$ cat src/rtl/pbrle_pkg.sv
// Types and constants shared by the run-length encoder modules.
`default_nettype none
package pbrle_pkg;

  // Raw input item.
  typedef struct packed {
    logic [7:0] in_byte;
    logic       stream_last;
  } raw_item_t;

  // One packed output word of up to four encoded bytes.
  typedef struct packed {
    logic [7:0] first_byte;
    logic [7:0] second_byte;
    logic [7:0] third_byte;
    logic [7:0] fourth_byte;
    logic [2:0] byte_count;
    logic       burst_end;
    logic       stream_end;
  } enc_word_t;

  // Header bit that marks a run packet.
  localparam logic [7:0] RUN_FLAG = 8'h80;

  // Source of a generated byte.
  typedef enum logic [1:0] {
    GEN_HDR,
    GEN_MEM,
    GEN_TAIL
  } gen_kind_t;

  // Commands from the controller to the datapath.
  typedef struct packed {
    logic      accept;
    logic      sel_b;
    logic      issue;
    gen_kind_t kind;
    logic      burst_last;
  } ctl_cmd_t;

  // Status from the datapath to the controller.
  typedef struct packed {
    logic new_a;
    logic new_b;
    logic b_valid;
    logic gen_ready;
    logic body_empty;
    logic body_last;
    logic has_tail;
  } dp_stat_t;

endpackage
`default_nettype wire

$ cat src/rtl/pbrle_ctrl.sv
// Controller state machine that sequences the bytes of up to two packets per input.
`default_nettype none
module pbrle_ctrl (
  input  wire logic               clk,
  input  wire logic               rst,
  input  wire logic               raw_valid,
  output logic                    raw_ready,
  input  wire pbrle_pkg::dp_stat_t stat,
  output pbrle_pkg::ctl_cmd_t     cmd
);
  import pbrle_pkg::*;

  typedef enum logic [3:0] {
    ST_IDLE = 4'b0001,
    ST_HDR  = 4'b0010,
    ST_BODY = 4'b0100,
    ST_TAIL = 4'b1000
  } state_t;

  state_t state, state_next;
  logic   pkt_b, pkt_b_next;
  logic   pkt_end;

  assign raw_ready = (state == ST_IDLE);

  always_comb begin
    state_next     = state;
    pkt_b_next     = pkt_b;
    pkt_end        = 1'b0;
    cmd.accept     = 1'b0;
    cmd.sel_b      = pkt_b;
    cmd.issue      = 1'b0;
    cmd.kind       = GEN_HDR;
    cmd.burst_last = 1'b0;
    case (state)
      ST_IDLE: begin
        if (raw_valid) begin
          cmd.accept = 1'b1;
          if (stat.new_a) begin
            state_next = ST_HDR;
            pkt_b_next = 1'b0;
          end else if (stat.new_b) begin
            state_next = ST_HDR;
            pkt_b_next = 1'b1;
          end
        end
      end
      ST_HDR: begin
        if (stat.gen_ready) begin
          cmd.issue = 1'b1;
          cmd.kind  = GEN_HDR;
          if (!stat.body_empty) begin
            state_next = ST_BODY;
          end else if (stat.has_tail) begin
            state_next = ST_TAIL;
          end else begin
            pkt_end = 1'b1;
          end
        end
      end
      ST_BODY: begin
        if (stat.gen_ready) begin
          cmd.issue = 1'b1;
          cmd.kind  = GEN_MEM;
          if (stat.body_last) begin
            if (stat.has_tail) begin
              state_next = ST_TAIL;
            end else begin
              pkt_end = 1'b1;
            end
          end
        end
      end
      ST_TAIL: begin
        if (stat.gen_ready) begin
          cmd.issue = 1'b1;
          cmd.kind  = GEN_TAIL;
          pkt_end   = 1'b1;
        end
      end
      default: begin
        state_next = ST_IDLE;
      end
    endcase

    // After the last byte of a packet, either move on to the flush packet
    // or close the burst.
    if (pkt_end) begin
      if (!pkt_b && stat.b_valid) begin
        state_next = ST_HDR;
        pkt_b_next = 1'b1;
      end else begin
        state_next     = ST_IDLE;
        cmd.burst_last = 1'b1;
      end
    end
  end

  always_ff @(posedge clk) begin
    if (rst) begin
      state <= ST_IDLE;
      pkt_b <= 1'b0;
    end else begin
      state <= state_next;
      pkt_b <= pkt_b_next;
    end
  end

endmodule
`default_nettype wire

$ cat src/rtl/pbrle_dp.sv
// Datapath: encoder state, literal memory, byte generation and word packing.
`default_nettype none
module pbrle_dp #(
  parameter int MAX_PACKET = 128
) (
  input  wire logic                 clk,
  input  wire logic                 rst,
  input  wire pbrle_pkg::raw_item_t raw_data,
  input  wire pbrle_pkg::ctl_cmd_t  cmd,
  output pbrle_pkg::dp_stat_t       stat,
  output logic                      enc_valid,
  input  wire logic                 enc_ready,
  output pbrle_pkg::enc_word_t      enc_data
);
  import pbrle_pkg::*;

  localparam int CW = $clog2(MAX_PACKET);
  localparam logic [CW-1:0] CNT_FULL = CW'(MAX_PACKET - 1);
  localparam logic [CW-1:0] CNT_ONE  = CW'(1);

  // Encoder state.
  logic [7:0]    pend;
  logic          have;
  logic          run;
  logic [CW-1:0] cnt;

  // Literal bytes, written before they are read.
  logic [7:0] mem [MAX_PACKET];
  logic [7:0] mem_q;

  // Packet descriptors: A is the packet emitted along the way, B the flush on stream end.
  logic          b_valid;
  logic [7:0]    a_hdr, b_hdr;
  logic [CW-1:0] a_m, b_m;
  logic          a_ten, b_ten;
  logic [7:0]    a_tail, b_tail;
  logic          burst_stream;

  // Next values computed from the incoming byte.
  logic          na_v;
  logic [7:0]    na_hdr;
  logic [CW-1:0] na_m;
  logic          na_ten;
  logic [7:0]    na_tail;
  logic [7:0]    nb_hdr;
  logic [CW-1:0] nb_m;
  logic [7:0]    nb_tail;
  logic [7:0]    pend_next;
  logic          have_next;
  logic          run_next;
  logic [CW-1:0] cnt_next;
  logic          wr_en;
  logic          full;
  logic [CW-1:0] cnt_inc;

  assign full    = have && (cnt == CNT_FULL);
  assign cnt_inc = cnt + CNT_ONE;

  always_comb begin
    na_v      = 1'b0;
    na_hdr    = 8'(cnt);
    na_m      = '0;
    na_ten    = 1'b1;
    na_tail   = pend;
    pend_next = raw_data.in_byte;
    have_next = 1'b1;
    run_next  = 1'b0;
    cnt_next  = '0;
    wr_en     = 1'b0;
    if (!have) begin
      // First byte of a stream only gets held.
    end else if (full) begin
      na_v   = 1'b1;
      na_hdr = run ? (RUN_FLAG | 8'(cnt)) : 8'(cnt);
      na_m   = run ? '0 : cnt;
    end else if (raw_data.in_byte == pend) begin
      na_v      = !run && (cnt != '0);
      na_hdr    = 8'(cnt - CNT_ONE);
      na_m      = cnt;
      na_ten    = 1'b0;
      pend_next = pend;
      run_next  = 1'b1;
      cnt_next  = run ? cnt_inc : CNT_ONE;
    end else if (run) begin
      na_v   = 1'b1;
      na_hdr = RUN_FLAG | 8'(cnt);
    end else begin
      wr_en    = 1'b1;
      cnt_next = cnt_inc;
    end

    // Flush packet built from the state left after this byte.
    nb_hdr  = run_next ? (RUN_FLAG | 8'(cnt_next)) : 8'(cnt_next);
    nb_m    = run_next ? '0 : cnt_next;
    nb_tail = pend_next;

    if (raw_data.stream_last) begin
      pend_next = '0;
      have_next = 1'b0;
      run_next  = 1'b0;
      cnt_next  = '0;
    end
  end

  always_ff @(posedge clk) begin
    if (rst) begin
      pend    <= '0;
      have    <= 1'b0;
      run     <= 1'b0;
      cnt     <= '0;
      b_valid <= 1'b0;
    end else if (cmd.accept) begin
      pend    <= pend_next;
      have    <= have_next;
      run     <= run_next;
      cnt     <= cnt_next;
      b_valid <= raw_data.stream_last;
    end
  end

  always_ff @(posedge clk) begin
    if (cmd.accept) begin
      a_hdr        <= na_hdr;
      a_m          <= na_m;
      a_ten        <= na_ten;
      a_tail       <= na_tail;
      b_hdr        <= nb_hdr;
      b_m          <= nb_m;
      b_ten        <= 1'b1;
      b_tail       <= nb_tail;
      burst_stream <= raw_data.stream_last;
    end
  end

  // Selected packet and body index.
  logic [CW-1:0] idx;
  logic [CW-1:0] sel_m;
  logic [7:0]    sel_hdr, sel_tail;
  logic          adv;

  assign sel_m    = cmd.sel_b ? b_m : a_m;
  assign sel_hdr  = cmd.sel_b ? b_hdr : a_hdr;
  assign sel_tail = cmd.sel_b ? b_tail : a_tail;

  assign stat.new_a      = na_v;
  assign stat.new_b      = raw_data.stream_last;
  assign stat.b_valid    = b_valid;
  assign stat.gen_ready  = adv;
  assign stat.body_empty = (sel_m == '0);
  assign stat.body_last  = (idx == (sel_m - CNT_ONE));
  assign stat.has_tail   = cmd.sel_b ? b_ten : a_ten;

  // Memory write on accept, registered read when a body byte is issued.
  always_ff @(posedge clk) begin
    if (cmd.accept && wr_en) begin
      mem[cnt] <= pend;
    end
    if (adv && cmd.issue && (cmd.kind == GEN_MEM)) begin
      mem_q <= mem[idx];
    end
  end

  always_ff @(posedge clk) begin
    if (adv && cmd.issue) begin
      if (cmd.kind == GEN_HDR) begin
        idx <= '0;
      end else if (cmd.kind == GEN_MEM) begin
        idx <= idx + CNT_ONE;
      end
    end
  end

  // Generated byte stage.
  logic       s1_valid;
  logic       s1_mem;
  logic [7:0] s1_const;
  logic       s1_last;
  logic       s1_stream;
  logic [7:0] cur_byte;

  assign cur_byte = s1_mem ? mem_q : s1_const;

  always_ff @(posedge clk) begin
    if (rst) begin
      s1_valid <= 1'b0;
    end else if (adv) begin
      s1_valid <= cmd.issue;
    end
  end

  always_ff @(posedge clk) begin
    if (adv) begin
      s1_mem    <= (cmd.kind == GEN_MEM);
      s1_const  <= (cmd.kind == GEN_HDR) ? sel_hdr : sel_tail;
      s1_last   <= cmd.burst_last;
      s1_stream <= burst_stream;
    end
  end

  // Word packer.
  logic [7:0] acc [3];
  logic [1:0] acc_cnt;
  logic       push;
  logic       pack_go;
  logic       out_free;
  enc_word_t  word;

  assign out_free = !enc_valid || enc_ready;
  assign push     = s1_valid && ((acc_cnt == 2'd3) || s1_last);
  assign pack_go  = s1_valid && (!push || out_free);
  assign adv      = !s1_valid || pack_go;

  always_comb begin
    word.first_byte  = (acc_cnt == 2'd0) ? cur_byte : acc[0];
    word.second_byte = (acc_cnt > 2'd1) ? acc[1] : ((acc_cnt == 2'd1) ? cur_byte : 8'd0);
    word.third_byte  = (acc_cnt > 2'd2) ? acc[2] : ((acc_cnt == 2'd2) ? cur_byte : 8'd0);
    word.fourth_byte = (acc_cnt == 2'd3) ? cur_byte : 8'd0;
    word.byte_count  = 3'(acc_cnt) + 3'd1;
    word.burst_end   = s1_last;
    word.stream_end  = s1_last && s1_stream;
  end

  always_ff @(posedge clk) begin
    if (rst) begin
      acc_cnt   <= '0;
      enc_valid <= 1'b0;
    end else begin
      if (pack_go) begin
        acc_cnt <= push ? 2'd0 : acc_cnt + 2'd1;
      end
      if (pack_go && push) begin
        enc_valid <= 1'b1;
      end else if (enc_ready) begin
        enc_valid <= 1'b0;
      end
    end
  end

  always_ff @(posedge clk) begin
    if (pack_go && !push) begin
      acc[acc_cnt] <= cur_byte;
    end
    if (pack_go && push) begin
      enc_data <= word;
    end
  end

endmodule
`default_nettype wire

$ cat src/rtl/packbits_style_rle_encoder_core.sv
// PackBits-style run-length encoder: top level joining controller and datapath.
//
// Usage: raw bytes arrive on the raw channel (raw_valid/raw_ready/raw_data), each
// with a stream_last flag. Encoded output leaves on the enc channel as words of
// one to four bytes, packed in stream order; every transfer follows valid/ready.
// A run packet is a header 0x80|(count-1) and the repeated byte; a literal packet
// is a header (count-1) and its bytes. Packets never exceed MAX_PACKET bytes.
// A byte that only extends a packet leaves raw_ready high. A byte that closes one
// or two packets holds raw_ready low while their encoded bytes are generated; the
// generator emits one byte per cycle while the packer can take it (one memory
// read per literal byte). burst_end marks the last word of each burst and
// stream_end the last word of the stream.
// The output register decouples the sides: a new byte is taken while the last
// word of a burst still waits. If the receiver stalls, words hold steady and
// the generator pauses, so nothing is lost.
// Reset clears the encoder state; the next byte starts a new stream. After a
// stream_last byte the encoder returns to that same state by itself.
`default_nettype none
module packbits_style_rle_encoder_core #(
  parameter int MAX_PACKET = 128
) (
  input  wire logic                 clk,
  input  wire logic                 rst,
  input  wire logic                 raw_valid,
  output logic                      raw_ready,
  input  wire pbrle_pkg::raw_item_t raw_data,
  output logic                      enc_valid,
  input  wire logic                 enc_ready,
  output pbrle_pkg::enc_word_t      enc_data
);
  import pbrle_pkg::*;

  ctl_cmd_t cmd;
  dp_stat_t stat;

  // The controller walks header, literal body and trailing byte of each packet.
  pbrle_ctrl u_ctrl (
    .clk       (clk),
    .rst       (rst),
    .raw_valid (raw_valid),
    .raw_ready (raw_ready),
    .stat      (stat),
    .cmd       (cmd)
  );

  // The datapath keeps the encoder state, the literal memory and the packer.
  pbrle_dp #(
    .MAX_PACKET (MAX_PACKET)
  ) u_dp (
    .clk       (clk),
    .rst       (rst),
    .raw_data  (raw_data),
    .cmd       (cmd),
    .stat      (stat),
    .enc_valid (enc_valid),
    .enc_ready (enc_ready),
    .enc_data  (enc_data)
  );

endmodule
`default_nettype wire

$ cat config.mk
export PLATFORM = sky130hd
export DESIGN_NAME = packbits_style_rle_encoder_core
export DESIGN_NICKNAME = d
export VERILOG_FILES = /design/src/rtl/pbrle_pkg.sv /design/src/rtl/pbrle_ctrl.sv /design/src/rtl/pbrle_dp.sv /design/src/rtl/packbits_style_rle_encoder_core.sv
export SDC_FILE = /design/constraint.sdc
export NUM_CORES = 1
export LEC_CHECK = 0
export BUFFER_PORTS_ARGS = -buffer_cell sky130_fd_sc_hd__buf_4
export CORE_MARGIN = 2
export CORE_UTILIZATION = 38
export DETAILED_ROUTE_END_ITERATION = 7
export GPL_TIMING_DRIVEN = 0
export SYNTH_ARGS = -nofsm -noshare
export SYNTH_HDL_FRONTEND = slang
export SYNTH_SLANG_ARGS = --single-unit
$ cat constraint.sdc
create_clock -name clk -period 13.4 [get_ports clk]
set_input_delay 2.01 -clock clk [delete_from_list [all_inputs] [get_ports clk]]
set_output_delay 2.01 -clock clk [all_outputs]
set_load 0.05 [all_outputs]
After elaboration in Yosys (flattened, before gate mapping) --
Memory sizes are Yosys's and may differ from the RTL's. A register that Yosys moved wholly into a read port is not among the register bits. Index checks and enable logic that the tools add are counted.
Word-level totals: word-level logic and storage cells 170, memories kept 2, register bits 130, RAM bits 1048, input bits 13, output and inout bits 39
Memories:
- u_dp.mem | depth 128, width 8, rd ports 1, clocked after Yosys merged registers in 1, write ports 1, RTL line pbrle_dp.sv:28 | logic [7:0] mem [MAX_PACKET];
- u_dp.acc | depth 3, width 8, rd ports 3, clocked after Yosys merged registers in 0, write ports 1, RTL line pbrle_dp.sv:201 | logic [7:0] acc [3];
Operators by class: multiplexer cells 82, $lt $le $gt $ge 2, add/subtract/negate cells 6, bitwise operators 1, equality and inequality tests 17, reductions and logical operators 29
Operators with widths (number):
- $mux W8 | 17
- $mux W7 | 12
- $mux W1 | 36
- $mux W4 | 9
- $pmux W4 S4 | 1
- $add A7 B1 Y7 const B | 2
- $logic_and A1 B1 Y1 | 11
- $mux W3 | 3
- $pmux W3 S3 | 1
- $eq A8 B8 Y1 | 1
- $sub A7 B1 Y8 const B | 1
- $eq A7 B7 Y1 | 1
- $eq A7 B7 Y1 const B | 1
- $logic_not A7 Y1 | 1
- $reduce_bool A7 Y1 | 1
- $sub A7 B1 Y7 const B | 1
- $ne A3 B1 Y1 const B | 2
- $ne A3 B2 Y1 const B | 2
- $reduce_and A6 Y1 | 1
- $logic_not A1 Y1 | 5
- $eq A2 B1 Y1 const B | 2
- $eq A2 B2 Y1 const B | 2
- $eq A4 B1 Y1 const B | 1
- $eq A4 B2 Y1 const B | 1
- 16 further kinds | 22

Longest topological paths before layout --
depth after elaboration 12, gate-level depth with buffers 11, mapped depth without buffers 9

Modules after synthesis --
Synthesis repeated with hierarchy kept, for this count alone.
Unflattened totals: cell total of the unflattened synthesis 2580, area total of the unflattened synthesis 47565.6 µm²
By module, submodules not included:
- pbrle_dp | area an instance 47045.1 µm², seq. area each 35243.8 µm², cells an instance 2514, times used 1
- pbrle_ctrl | area an instance 520.5 µm², seq. area each 100.1 µm², cells an instance 66, times used 1

Worst setup path before layout --
OpenSTA, ideal clock, no wires.
kind input to register, start input raw_data[8] (netlist name), end memory u_dp.mem[107][0] (enable), data required time 13.030 ns, stages on the path 9, buffers on the path 1, library setup time 0.370 ns, arrival 4.048 ns, slack 8.981 ns, cell sequence xor2_1 > nor4_1 > nand2_1 > clkinv_1 > nor4_2 > and2_1 > nand3_2 > buf_2 > nor2_1
Between the ends: longest elaborated chain between the ends 7
RTL lines:
- start, declared | RTL line packbits_style_rle_encoder_core.sv:26 | input wire pbrle_pkg::raw_item_t raw_data,
- $eq A8 B8 Y1 | RTL line pbrle_dp.sv:76 | end else if (raw_data.in_byte == pend) begin
- $mux W1 | RTL line pbrle_dp.sv:76
- $mux W1 | RTL line pbrle_dp.sv:72 | end else if (full) begin
- $mux W1 | RTL line pbrle_dp.sv:70 | if (!have) begin
- $logic_and A1 B1 Y1 | RTL line pbrle_dp.sv:155 | if (cmd.accept && wr_en) begin
- $mux W1 | RTL line pbrle_dp.sv:155
- $mux W1 (not written as such) | RTL line pbrle_dp.sv:156 | mem[cnt] <= pend;
- end, declared | RTL line pbrle_dp.sv:28
Every way passes these cells.

Worst setup path after layout --
start input raw_data[8] (netlist name), end memory u_dp.mem[30][5] (enable)
The elaborated chain is that of the path after synthesis.

==> metrics.txt <==
met2 Resource Use GR a little under a third; largest family of logic cells by synthesized area multiplexers; num rows 128; CTS clk-pin slew, worst paths about 0.060 ns; crit path cell chain buf_4, xor2_1, nor4_1, nand2_1, clkinv_1, nor4_2, nand4_1, clkbuf_1, nor2_1; YS warnings 0; Yosys top cell by area edfxtp_1; drt drc 0; Max Clock Freq approximately 190 MHz; Hold Path Class reg2reg; Cell Pwr Density between 100 and 150 nW/um^2; CTS Hold Bufs 0; most common cell in the netlist edfxtp_1; crit path capture type register; met1 Use GR 25.1%; first-pass GRT wire length approximately 170 mm; hold slack final ~0.44 ns; cell area after synthesis roughly 47,000 sq um; RePlAce Congestion just under 0.9; average cell area after synthesis ~21 sq um; Pre-Repair DR Iteration Count 7; Distinct cells, synth 64; core area roughly 120,000 sq um; Final Hold Fails 0; initial DRC count approximately 2,800; top cells by count, synth 1,159 x edfxtp_1, 336 x mux4_2, 187 x nor2_1; antenna cell count 0; root buf cell clkbuf_16; post-DP HPWL roughly 79 mm; Worst-Margin Slew 1.42 ns; CTS tree yes; max incr delay on CP slightly below 0.9 ns; Seq/Total Area, Yosys approximately 76%; CP top delay family simple AND/OR/NAND/NOR gates; Post-Synth XOR/XNOR Area less than 1%; Filler cells just over 10,000; Post-CTS Setup Inserts 0; Post-Route WL approximately 120 mm; post-synthesis mux area share around 17%; Overflow after GRT 0; # port buffers 50; Net Count, Synth around 2,200; IO Pins 52; Synth Area in Adders less than 1%; startpoint types input pin; area of the multi-input gates 10,600 sq um; antenna violations before repair 2; Vias 23,015; Period minus WS final around 5.3 ns; part of the cycle the worst path needs between 30% and 40%; GR peak layer met2; largest net degree at the start of global routing slightly above 100; vias in the first global route 23,371; post-route ant nets 0; P&R area growth vs syn 14.5%; CP max FO 10; clk_skew around 0.023 ns; Slew headroom slightly above 5%; Setup TNS 0 ns; die height between 300 and 400 um; number of synthesized flops with an enable pin 1,159; top cell type's share of synthesized area 74.7%; later-pin clock latency in the skew report 0.71 ns; Die ar. 125,000 sq um; maximum buffer depth of the clock tree 3; vias per cell between 5 and 6; routed len/inst 28.6 um; initial core utilization 38.3%; main area contributors after synthesis edfxtp_1 75%, mux4_2 16%, nor2_1 1.5%; RSZ-0062 raised after global routing no; Compound-Gate Fraction of Synth Area ~1.5%; Pleak approximately 15 nW; CP required between 10 and 15 ns; area share of and/or/nand/nor cells after synthesis between 3 and 4%; Post-synth ARST share 0%; endpoints failing setup 0; layout cell share with drive strength beyond 1 25.7%; CTS sink count between 1,000 and 1,500; critical path arrival about 5.7 ns; outcome finished clean; CP max-delay cell nor2_1; Setup Crit Path Kind in2reg; Main synth FF type edfxtp_1; VDD IR-drop max 102 uV; Synth Instances 2,203; Die Wd approximately 350 um; CTS resizes 0; Final Slew Violations 0; gr usage total 18.7%; nets@finish roughly 2,400; FF/Latch Area ~35,000 sq um; CTS buffer count about 120; max cap viols 0; H-tree Lvls 3; met3 Track Usage GR under 10%; FF+latch count, synth ~1,200; WP buf/inv 3
-- layout make-up --
class,count,area share [%]
clock inverter,80,1.70
buffer,126,1.01
sequential,1186,66.3
timing repair buffer,60,1.18
inverter,24,0.169
tap,1625,3.81
multi-input combinational,867,19.9
clock buffer,143,5.91
-- through the flow --
| stage | util (%) | std cells | area, sq um | total power, mW | worst slack [ns] |
|---|---|---|---|---|---|
| 5_1_grt | 43.8 | 4111 | 53300 | 7.88 | 7.81 |
| 4_1_cts | 43.8 | 4110 | 53300 | 7.72 | 8.16 |
| 6_report | 43.8 | 4111 | 53300 | 7.67 | 8.05 |
| 3_5_place_dp | 40.5 | 3887 | 49300 | 4.32 | 7.43 |
| 2_1_floorplan | - | 2203 | 46600 | 4.25 | 8.98 |
| 3_3_place_gp | 40.3 | 3878 | 49000 | 4.31 | 5.92 |
-- sequential cells by signal, summed over array words and instances, names as in the netlist, 8 cells and up --
signal,flops
u_dp.mem,1024
u_dp.enc_data,37
u_dp.acc,24
u_dp.a_hdr,8
u_dp.a_tail,8
u_dp.b_hdr,8
u_dp.b_tail,8
u_dp.mem_q,8
u_dp.na_tail,8
u_dp.s1_const,8
-- layout by cell type, fill, tap and decap left out, types with 9 or more instances in the layout --
master and instances:
inv_1 20, clkbuf_16 123, dfxtp_1 19, mux2i_1 25, nor2_1 187, buf_2 36
mux4_2 336, xor2_1 16, nand2_1 52, clkinv_1 30, and3_1 11, nand2b_1 9
nand3_1 18, edfxtp_1 1159, o21ai_0 20, buf_1 11, a21oi_1 31, and2_1 19
bufinv_16 20, xnor2_1 17, nor3_1 16, ha_1 11, buf_4 54, clkbuf_1 94
a22oi_1 10, clkinv_2 27
-- path summary, 6_finish.rpt --
kind | from | to | slack (ns) | cells after the start
max reg2reg | u_dp.na_tail[7] | u_dp.mem[30][5] | 8.30 | 9
max | raw_data[8] | u_dp.mem[30][5] | 8.05 | 9
min reg2reg | u_dp.burst_stream | u_dp.s1_stream | 0.44 | 0
min | u_dp.burst_stream | u_dp.s1_stream | 0.44 | 0
-- report_power, final --
group          leakage, nW  switching, mW  internal [mW]  total (mW)
registers             9.66         0.0273           4.07        4.10
logic                 3.72         0.0892         0.0453       0.134
clock network         1.99           1.39           2.05        3.44
-- worst reg2reg max path: stages (launching register included) --
cell	delay, ns
dfxtp_4	0.81
buf_16	0.32
xor2_1	0.26
nor4_1	0.11
nand2_1	0.22
clkinv_1	0.29
nor4_2	0.57
nand4_1	0.67
clkbuf_1	0.61
nor2_1	0.88
-- cell families after synthesis --
group           after synthesis
buf+inv                     150
simple gates                351
compound gates              104
fa+ha+maj                    12
xor+xnor                     33
flops                      1186
mux                         367
-- per-layer routing --
metal  part of all wire (%)  up-vias
met5                  0.011        -
met3                    7.4      213
li1                       -     9468
met2                     49     1010
met1                     40    12322
met4                    3.1        2
(Power assumes the default switching activity.)
